### src/rtl/sff_pkg.sv
// Shared types and constants for the streaming FIR filter.
package sff_pkg;

  localparam int TAPS_W = 7;
  localparam int TAP_IDX_W = 6;
  localparam logic [TAPS_W-1:0] TAPS_RESET = 7'd51;

  typedef enum logic {
    OP_FILTER     = 1'b0,
    OP_COEF_WRITE = 1'b1
  } opcode_e;

  typedef struct packed {
    logic                 vld;
    opcode_e              op;
    logic [TAP_IDX_W-1:0] idx;
  } sff_ctrl_t;

endpackage

### src/rtl/sff_tap_cell.sv
// One tap of the FIR chain: coefficient, optional history register and multiply-accumulate.
module sff_tap_cell #(
  parameter int SAMPLE_BITS = 16,
  parameter int ACC_W       = 39,
  parameter int CELL_IDX    = 0,
  parameter bit HAS_HIST    = 1'b1
) (
  input  logic                          clk_i,
  input  logic                          rst_ni,
  input  logic                          adv_i,
  input  logic [sff_pkg::TAPS_W-1:0]    taps_i,
  input  sff_pkg::sff_ctrl_t            ctrl_i,
  input  logic signed [SAMPLE_BITS-1:0] carry_i,
  input  logic signed [SAMPLE_BITS-1:0] coef_i,
  input  logic signed [ACC_W-1:0]       acc_i,
  output sff_pkg::sff_ctrl_t            ctrl_o,
  output logic signed [SAMPLE_BITS-1:0] carry_o,
  output logic signed [SAMPLE_BITS-1:0] coef_o,
  output logic signed [ACC_W-1:0]       acc_o
);
  import sff_pkg::*;

  logic signed [SAMPLE_BITS-1:0]   coef_q;
  logic signed [SAMPLE_BITS-1:0]   val_q;
  logic signed [2*SAMPLE_BITS-1:0] prod;
  logic signed [ACC_W-1:0]         acc_d;
  logic signed [ACC_W-1:0]         acc_q;
  sff_ctrl_t                       ctrl_q;
  logic                            tap_on;
  logic                            is_sample;
  logic                            coef_hit;

  assign tap_on    = CELL_IDX < int'(taps_i);
  assign is_sample = ctrl_i.vld && (ctrl_i.op == OP_FILTER);
  assign coef_hit  = ctrl_i.vld && (ctrl_i.op == OP_COEF_WRITE) && (int'(ctrl_i.idx) == CELL_IDX);
  assign prod      = carry_i * coef_q;
  assign acc_d     = tap_on ? acc_i + ACC_W'(prod) : acc_i;

  always_ff @(posedge clk_i or negedge rst_ni) begin
    if (!rst_ni) begin
      coef_q <= '0;
      ctrl_q <= '0;
    end else if (adv_i) begin
      ctrl_q <= ctrl_i;
      if (coef_hit) begin
        coef_q <= coef_i;
      end
    end
  end

  always_ff @(posedge clk_i) begin
    if (adv_i) begin
      acc_q <= acc_d;
      val_q <= coef_i;
    end
  end

  generate
    if (HAS_HIST) begin : g_hist
      logic signed [SAMPLE_BITS-1:0] hist_q;
      logic signed [SAMPLE_BITS-1:0] carry_q;

      always_ff @(posedge clk_i or negedge rst_ni) begin
        if (!rst_ni) begin
          hist_q <= '0;
        end else if (adv_i && is_sample) begin
          hist_q <= carry_i;
        end
      end

      always_ff @(posedge clk_i) begin
        if (adv_i) begin
          carry_q <= hist_q;
        end
      end

      assign carry_o = carry_q;
    end else begin : g_no_hist
      assign carry_o = '0;
    end
  endgenerate

  assign ctrl_o = ctrl_q;
  assign coef_o = val_q;
  assign acc_o  = acc_q;

endmodule

### config.mk
export PLATFORM = sky130hd
export DESIGN_NAME = sff_tap_cell
export DESIGN_NICKNAME = d
export VERILOG_FILES = /design/src/rtl/sff_pkg.sv /design/src/rtl/sff_tap_cell.sv
export SDC_FILE = /design/constraint.sdc
export NUM_CORES = 1
export LEC_CHECK = 0
export BUFFER_PORTS_ARGS = -buffer_cell sky130_fd_sc_hd__buf_2
export CELL_PAD_IN_SITES_DETAIL_PLACEMENT = 1
export CELL_PAD_IN_SITES_GLOBAL_PLACEMENT = 1
export CORE_ASPECT_RATIO = 1.4
export CORE_MARGIN = 5
export CORE_UTILIZATION = 50
export DETAILED_ROUTE_END_ITERATION = 10
export GPL_ROUTABILITY_DRIVEN = 1
export GPL_TIMING_DRIVEN = 0
export HOLD_SLACK_MARGIN = 0.08
export PLACE_DENSITY_LB_ADDON = 0.1
export SETUP_SLACK_MARGIN = 0.2
export SYNTH_ARGS = -nofsm -noshare
export SYNTH_HDL_FRONTEND = slang
export SYNTH_SLANG_ARGS = --single-unit
### constraint.sdc
create_clock -name clk_i -period 18.7 [get_ports clk_i]
set_input_delay 0.935 -clock clk_i [delete_from_list [all_inputs] [get_ports clk_i]]
set_output_delay 0.935 -clock clk_i [all_outputs]
set_load 0.02 [all_outputs]
# Word level (Yosys, flattened, before mapping)
# Cells that the tools add are included.
[totals]
latchBits = 0
memories = 0
out_inout_bits = 79
reg_bits = 111
input_bits = 89
mem_bits_ro = 0
mem_bits_rw = 0
wordCells = 19
[op_classes]
n_reduce_logical = 6
shifts = 0
div = 0
n_mux = 1
n_bitwise = 1
eq_ne = 0
mul = 1
add_sub_neg = 1
n_lt_le_gt_ge = 1
[ops]
columns = ["operator", "n"]
rows = [
  ["$add 39x32->39", 1],
  ["$mux 39", 1],
  ["$mul 16x16->32", 1],
  ["$lt 1x7->1 const A", 1],
  ["$logic_not 6->1", 1],
  ["$logic_and 1x1->1", 4],
  ["$reduce_and 2->1", 1],
  ["$not 1->1", 1],
]

# Depth between registers and ports, before layout
# Gate-level depths: netlist (run 1).
[logic_depth]
depth_word = 3
ltp_mapped = 24
depth_no_buf = 22

# Worst setup path before layout (run 1)
# Ideal clock, no wire load.
[synth_timing]
path_kind = "input -> register"
startpoint = "in carry_i[15]"
endpoint = "reg acc_q[31] (netlist: acc_o[31]) (data pin)"
setup_time_ps = 258
path_slack_ps = 11748
path_buffers = 2
required_time_ps = 18442
cell_stages = 21
arrival_time_ps = 6694
cell_sequence = "clkbuf_1 nand2_1 inv_1 fa_1 fa_1 fa_1 fa_1 fa_1 inv_1 fa_1 inv_1 ha_1 buf_6 a21oi_4 nor3_2 o41ai_4 nand2_1 a41oi_1 o21bai_1 a2111o_1 o221a_2"
[synth_via]
elab_chain_cells = 3
[synth_lines]
columns = ["item", "line", "text"]
rows = [
  ["start: declaration", "sff_tap_cell.sv:13", "input logic signed [SAMPLE_BITS-1:0] carry_i,"],
  ["$mul 16x16->32", "sff_tap_cell.sv:36", "assign prod = carry_i * coef_q;"],
  ["$add 39x32->39", "sff_tap_cell.sv:37", "assign acc_d = tap_on ? acc_i + ACC_W'(prod) : acc_i;"],
  ["$mux 39", "sff_tap_cell.sv:37", ""],
  ["via acc_d[31]", "sff_tap_cell.sv:26", "logic signed [ACC_W-1:0] acc_d;"],
  ["end signal: assignment", "sff_tap_cell.sv:53", "acc_q <= acc_d;"],
  ["end: declaration", "sff_tap_cell.sv:27", "logic signed [ACC_W-1:0] acc_q;"],
]
# The timed path passes the listed nets, and every way through them passes these cells.
# A chain may end at the register's enable or synchronous reset.

# Final worst setup path (run 1)
[layout_timing]
startpoint = "in carry_i[15]"
endpoint = "reg acc_q[37] (netlist: acc_o[37]) (data pin)"
# The elaborated chain is that of the path after synthesis.

==> results of run 1 <==
## final cells by class
type | count | area, sq um | area share [%]
Multi-Input combinational cell | 1046 | 11490 | 63.71
Clock inverter | 7 | 93.84 | 0.5201
Timing Repair Buffer | 168 | 865.8 | 4.799
Sequential cell | 111 | 3133 | 17.36
Buffer | 54 | 230.2 | 1.276
Tap cell | 440 | 550.5 | 3.051
Inverter | 386 | 1449 | 8.031
Clock buffer | 9 | 225.2 | 1.248
## worst max-delay path by stage
stage                endpoint   startpoint
finish              acc_o[37]  carry_i[15]
global route        acc_o[37]  carry_i[15]
CTS                 acc_o[37]  carry_i[15]
detailed placement  acc_o[35]  carry_i[15]
global placement    acc_o[37]  carry_i[15]
floorplan           acc_o[31]  carry_i[15]
## cell families (layout without fill, tap and decap cells)
family          count (synthesis)  count (layout)  synth area share (%)
compound gates                135             135                 5.394
xor+xnor                       35              35                 1.880
fa+ha+maj                     439             439                 48.69
buf+inv                       440             624                 10.30
flops                         111             111                 19.21
mux                            41              41                 2.816
simple gates                  396             396                 11.71
## through the flow
step,cells,hold WS [ps],utilization [%],instance area [sq um],power (uW)
floorplan,1597,419.4,-,16310,1073
global placement,2204,425.0,54.77,17690,1348
detailed placement,2205,431.2,54.86,17720,1378
CTS,2221,454.1,55.85,18040,1611
global route,2221,469.8,55.85,18040,1724
finish,2221,452.4,55.85,18040,1593
## power breakdown
group | internal (uW) | switching (uW) | total [uW]
clock | 97.6 | 124 | 221
sequential | 348 | 18.7 | 367
combinational | 387 | 618 | 1010
total | 832 | 761 | 1590
## flip-flops by register name, indices dropped and copies added (netlist names)
| signal | count |
|---|---|
| ctrl_o | 8 |
| acc_o | 39 |
| carry_o | 16 |
| g_hist.hist_q | 16 |
| coef_q | 16 |
| coef_o | 16 |
## synth_stat cells (5+ instances only)
cell type,count,area share [%]
nor3_1,10,0.31
o21ai_0,21,0.64
o21bai_1,7,0.32
fa_1,326,40
nor2_1,49,1.1
a21o_1,11,0.51
mux2_2,39,2.7
dfrtp_1,40,6.1
nand2b_1,5,0.19
and2_1,116,4.5
clkbuf_1,45,1.0
nand2_1,176,4.1
o21ai_1,6,0.18
a21oi_1,50,1.5
inv_1,386,8.9
nand3_1,13,0.40
xor2_1,14,0.75
ha_1,113,8.7
xnor2_1,21,1.1
edfxtp_1,71,13
a31oi_1,8,0.31
## placed cells by master, fill, tap and decap left out, types with 6 or more instances in the layout
| cell type | netlist | layout |
|---|---|---|
| and2_1 | 116 | 116 |
| a21o_1 | 11 | 11 |
| clkbuf_1 | 45 | 45 |
| a21oi_1 | 50 | 50 |
| nor3_1 | 10 | 10 |
| edfxtp_1 | 71 | 71 |
| o21ai_1 | 6 | 6 |
| buf_2 | 2 | 168 |
| clkbuf_16 | 0 | 9 |
| nand3_1 | 13 | 13 |
| o21bai_1 | 7 | 7 |
| o21ai_0 | 21 | 21 |
| mux2_2 | 39 | 39 |
| xor2_1 | 14 | 14 |
| a31oi_1 | 8 | 8 |
| nor2_1 | 49 | 49 |
| ha_1 | 113 | 113 |
| xnor2_1 | 21 | 21 |
| inv_1 | 386 | 386 |
| dfrtp_1 | 40 | 40 |
| nand2_1 | 176 | 176 |
| fa_1 | 326 | 326 |
## routing by layer
layer / track usage, % / part of all wire [%] / vias to the layer above
li1: - / - / 5200
met1: 28.90 / 34 / 6185
met2: 52.85 / 56 / 310
met3: 3.295 / 3.4 / 133
met4: 16.22 / 6.8 / 0
met5: 0 / 0 / -
==> flow_metrics.py, run 1 <==
metrics = {
    "outcome": {
        "status": "completed",
    },
    "clock_tree": {
        "cts_made_buffers": 9,
        "post_cts.repair.setup_buffers": 0,
        "post_cts_resized": 0,
        "clock_path_buffers": 2,
        "cts_hold_buf": 0,
        "tritoncts": "done",
        "cts.reportedPaths.clkPinSlew_ps": 100,
        "cts_max_level": 3,
        "insertion_delay_ps": 400,
        "cts_num_sinks": 111,
        "cts_root_buffer": "clkbuf_16",
    },
    "timing": {
        "max_freq_ghz": 0.1257,
        "slew_headroom_pct": 12.50,
        "tns_ps": 0,
        "fin_ws_ps": 10750,
        "tightest_slew_ps": 1309,
        "fin_crit_sh_pct": 42.53,
        "slew_viol_final": 0,
        "hold_viol_final": 0,
        "finalCriticalPeriod_ps": 7952,
        "rsz0062_at_grt": "no",
        "clock_skew_ps": 22.18,
        "setup_violations": 0,
    },
    "finish": {
        "antenna-diode-count": 0,
        "fillers": 3717,
        "nets": 2304,
        "area_growth_pct": 10.64,
        "drive_gt1_share_pct": 13.70,
    },
    "critical_path": {
        "crit_path_start_kind": "input pin",
        "crit_family": "adder cells",
        "rr_startpoint": "coef_q[4]",
        "r2r_end": "acc_o[37]",
        "rr_worst_depth": 23,
        "rrSetupSlack_ps": 10980,
        "path_depth": 24,
        "crit_slowest_cell": "fa_1",
        "path_cells": "buf_2, clkbuf_1, nand2_1, inv_1, fa_1, fa_1, fa_1, inv_1, fa_1, inv_1, fa_1, inv_1, fa_1, inv_1, ha_1, buf_2, a21o_1, a21o_1, a31oi_1, a32oi_2, o2111ai_1, and3_1, or3_1, a31oi_1",
        "crit_fanout": 10,
        "end_kind": "flip-flop",
        "slowest_delay_ps": 910,
        "path_class": "in2reg",
        "worstPathArrival_ps": 8190,
        "critPathBufInv": 8,
        "cpMostUsedCell": "fa_1",
        "critPathRequiredTime_ps": 18940,
    },
    "grt": {
        "grt_max_degree": 52,
        "grt_usage_pct": 27.73,
        "grt_pass1_wl_mm": 76.15,
        "antenna_found_initial": 0,
        "grt_pass1_vias": 14080,
        "grt.overflow.total": 0,
    },
    "synthesis": {
        "netlist_area_sq_um": 16310,
        "synth_area_per_cell_sq_um": 10.21,
        "synth-edff-count": 71,
        "synth_cells": 1597,
        "yosysWarnings": 0,
        "ys_seq_area_share_pct": 19.21,
        "synth_cell_types": 64,
        "yosys_register_bits": 111,
        "synth-async-reset-ratio_pct": 36.04,
        "synth-main-ff-cell": "edfxtp_1",
        "syn_nets": 2125,
    },
    "floorplanning": {
        "core_area_sq_um": 32300,
        "start_util_pct": 50.48,
        "fp.dieH_um": 223.7,
        "dieArea_sq_um": 36380,
        "rows": 78,
        "ios": 168,
        "die_x_um": 162.6,
    },
    "hold_path": {
        "whs_path_depth": 0,
        "hold-path-endpoint": "carry_o[14]",
        "hold_class": "reg2reg",
        "hold_start": "g_hist.hist_q[14]",
    },
    "detailed_routing": {
        "finalWirelength_mm": 48.36,
        "drt_iter0_markers": 542,
        "via_count": 11830,
        "detail_route.drc_violations": 0,
        "viasPerCell": 5.326,
        "avgRoutedWirePerCell_um": 21.77,
        "drtAntennaViolNets": 0,
        "drt-pass1-iter-count": 5,
    },
    "place": {
        "dp_hpwl_mm": 41.29,
        "place_congestion": 0.8869,
        "io_buffers": 167,
        "post-place-ws_ps": 10270,
    },
    "power": {
        "power_leakage_uw": 0.009213,
        "cellPowerDensity_nw_per_um2": 88.31,
        "peakVddDrop_uv": 74.05,
    },
    "run": {
        "drv_cap": 0,
    },
}
Power figures use the tool's default switching activity.
==> run 2, diff against run 1 <==
- CORE_UTILIZATION: 50 -> 44
- clock period: 18.7 -> 6.9 ns (I/O delays scaled with it)
==> run 2 against run 1 <==
Compared with the run above: global-route usage is 3.8 points lower; non-clock buffer count is 41 higher; worst setup slack worse by 10000 ps; clock skew is 2.6 ps higher; critical endpoint unchanged.
==> flow_metrics.py, run 2 (same netlist as run 1, synthesis figures left out) <==
metrics = {
    "finish": {
        "fillers": 4149,
        "final_core_util_pct": 51.08,
        "mostFrequentLayoutCell": "inv_1",
        "area_growth_pct": 14.83,
        "antenna-diode-count": 0,
        "nets": 2346,
        "largest_reg_flops": 39,
        "final_cell_mix": "inv_1 (379), fa_1 (317), nand2_1 (171), buf_2 (169), and2_1 (116)",
        "drive_gt1_share_pct": 20.35,
    },
    "timing": {
        "tightest_slew_ps": 1027,
        "setup_violations": 0,
        "fin_ws_ps": 333.7,
        "tns_ps": 0,
        "finalCriticalPeriod_ps": 6566,
        "fin_hold_ws_ps": 74.31,
        "slew_headroom_pct": 31.53,
        "clock_skew_ps": 24.76,
        "hold_viol_final": 0,
        "rsz0062_at_grt": "yes",
        "slew_viol_final": 0,
        "max_freq_ghz": 0.1523,
        "fin_crit_sh_pct": 95.16,
    },
    "grt": {
        "grt_usage_pct": 23.90,
        "grt_pass1_wl_mm": 75.62,
        "grt.overflow.total": 0,
        "use_met2_pct": 46.68,
        "antenna_found_initial": 0,
        "use_met3_pct": 3.198,
        "grt_max_degree": 52,
        "use_met1_pct": 25.40,
        "grt_pass1_vias": 13630,
        "top_usage_layer": "met2",
    },
    "clock_tree": {
        "insertion_delay_ps": 400,
        "cts_made_buffers": 9,
        "cts_root_buffer": "clkbuf_16",
        "cts.reportedPaths.clkPinSlew_ps": 100,
        "clock_path_buffers": 2,
        "cts_num_sinks": 111,
        "cts_max_level": 3,
        "tritoncts": "done",
    },
    "detailed_routing": {
        "finalWirelength_mm": 48.79,
        "via_count": 11960,
        "drt-pass1-iter-count": 4,
        "drt_iter0_markers": 467,
        "avgRoutedWirePerCell_um": 21.30,
        "viasPerCell": 5.222,
        "drtAntennaViolNets": 0,
        "detail_route.drc_violations": 0,
    },
    "power": {
        "combPwrFrac_pct": 65.1,
        "pwr-share-seq_pct": 22.1,
        "peakVddDrop_uv": 255.5,
        "cellPowerDensity_nw_per_um2": 239.1,
        "power_leakage_uw": 0.009528,
        "finalPower_uw": 4478,
        "sw_frac_of_total_pct": 47.05,
        "p_int_uw": 2371,
        "p_sw_uw": 2107,
        "pwr-share-clk_pct": 12.8,
    },
    "critical_path": {
        "end_kind": "flip-flop",
        "r2r_end": "acc_o[37]",
        "crit_path_start_kind": "flip-flop",
        "rrSetupSlack_ps": 330,
        "path_class": "reg2reg",
        "critPathRequiredTime_ps": 7130,
        "crit_fanout": 6,
        "worstPathArrival_ps": 6790,
        "rr_worst_depth": 23,
        "rr_startpoint": "coef_q[1]",
    },
    "place": {
        "io_buffers": 167,
        "dp_hpwl_mm": 41.16,
        "post-place-ws_ps": -1036,
        "place_congestion": 0.8999,
    },
    "floorplanning": {
        "ios": 168,
        "die_x_um": 172.7,
        "rows": 83,
        "dieArea_sq_um": 41070,
        "fp.dieH_um": 237.8,
        "core_area_sq_um": 36660,
        "start_util_pct": 44.48,
    },
    "run": {
        "drv_cap": 0,
    },
    "hold_path": {
        "hold_class": "in2async",
    },
    "outcome": {
        "status": "completed",
    },
}
## run 2: cell types whose count changed in the layout (fill, tap and decap cells not counted), sizes merged
cell,change
clkinvlp,+3
clkbuf,-9
inv,-2
buf,+50
## run 2: power groups by stage
stage | Combinational [uW] | Sequential, uW | Clock [uW]
2_1_floorplan | 1740 | 1170 | 0
3_3_place_gp | 2660 | 1010 | 0
3_5_place_dp | 2720 | 1010 | 0
4_1_cts | 2790 | 996 | 584
5_1_grt | 3230 | 1010 | 612
6_report | 2910 | 992 | 572
## run 2: area by class of cell
| class | instances | area (sq um) | area share [%] |
|---|---|---|---|
| plain buffers | 54 | 349.1 | 1.864 |
| clock buffers | 9 | 225.2 | 1.203 |
| clock inverters | 7 | 86.33 | 0.4610 |
| inverters | 386 | 1456 | 7.778 |
| multi-input cells | 1046 | 11690 | 62.40 |
| flip-flops and latches | 111 | 3146 | 16.80 |
| well taps | 467 | 584.3 | 3.120 |
| repair buffers | 209 | 1186 | 6.334 |
| repair inverters | 1 | 7.507 | 0.04009 |
## run 2: metrics by stage
step	instance area [sq um]	instances
after floorplan	16310	1597
after global placement	17730	2231
after detailed placement	17760	2232
after CTS	18250	2255
after global routing	18730	2290
final	18730	2290
## run 2: routing by layer
layer	share of wire, %	wire length [um]
met1	35	17070
met4	4.8	2363
met5	0	0
met3	3.1	1536
met2	57	27820
## run 2: timing repair
item | in CTS | in global routing
resized for setup | 56 | 95
gates cloned | 0 | 3
hold buffers | 0 | 0
setup endpoints to repair | 20 | 16
buffers inserted | 7 | 32
pin swaps | 4 | 30
## run 2: worst max-delay path by stage
stage	from	end	depth (start not counted)
2_1_floorplan	coef_q[1]	acc_o[31]	21
3_3_place_gp	carry_i[15]	acc_o[37]	24
3_5_place_dp	carry_i[15]	acc_o[37]	24
4_1_cts	coef_q[0]	acc_o[26]	19
5_1_grt	coef_q[4]	acc_o[30]	21
6_report	coef_q[1]	acc_o[37]	23
## run 2: critical path, stage by stage (launching register included)
cell        delay (ps)
dfrtp_2            500
buf_8              170
nand2_4             70
inv_2               40
fa_2               650
fa_2               540
fa_2               600
clkinvlp_4         170
fa_1               580
inv_2               40
fa_1               520
inv_2               40
fa_1               510
inv_2               50
ha_4               270
buf_6              110
a21o_1             150
a21o_1             140
a31oi_1             60
a32oi_2            280
o2111ai_2          170
and3_4             220
or3_1              300
a31oi_1            190
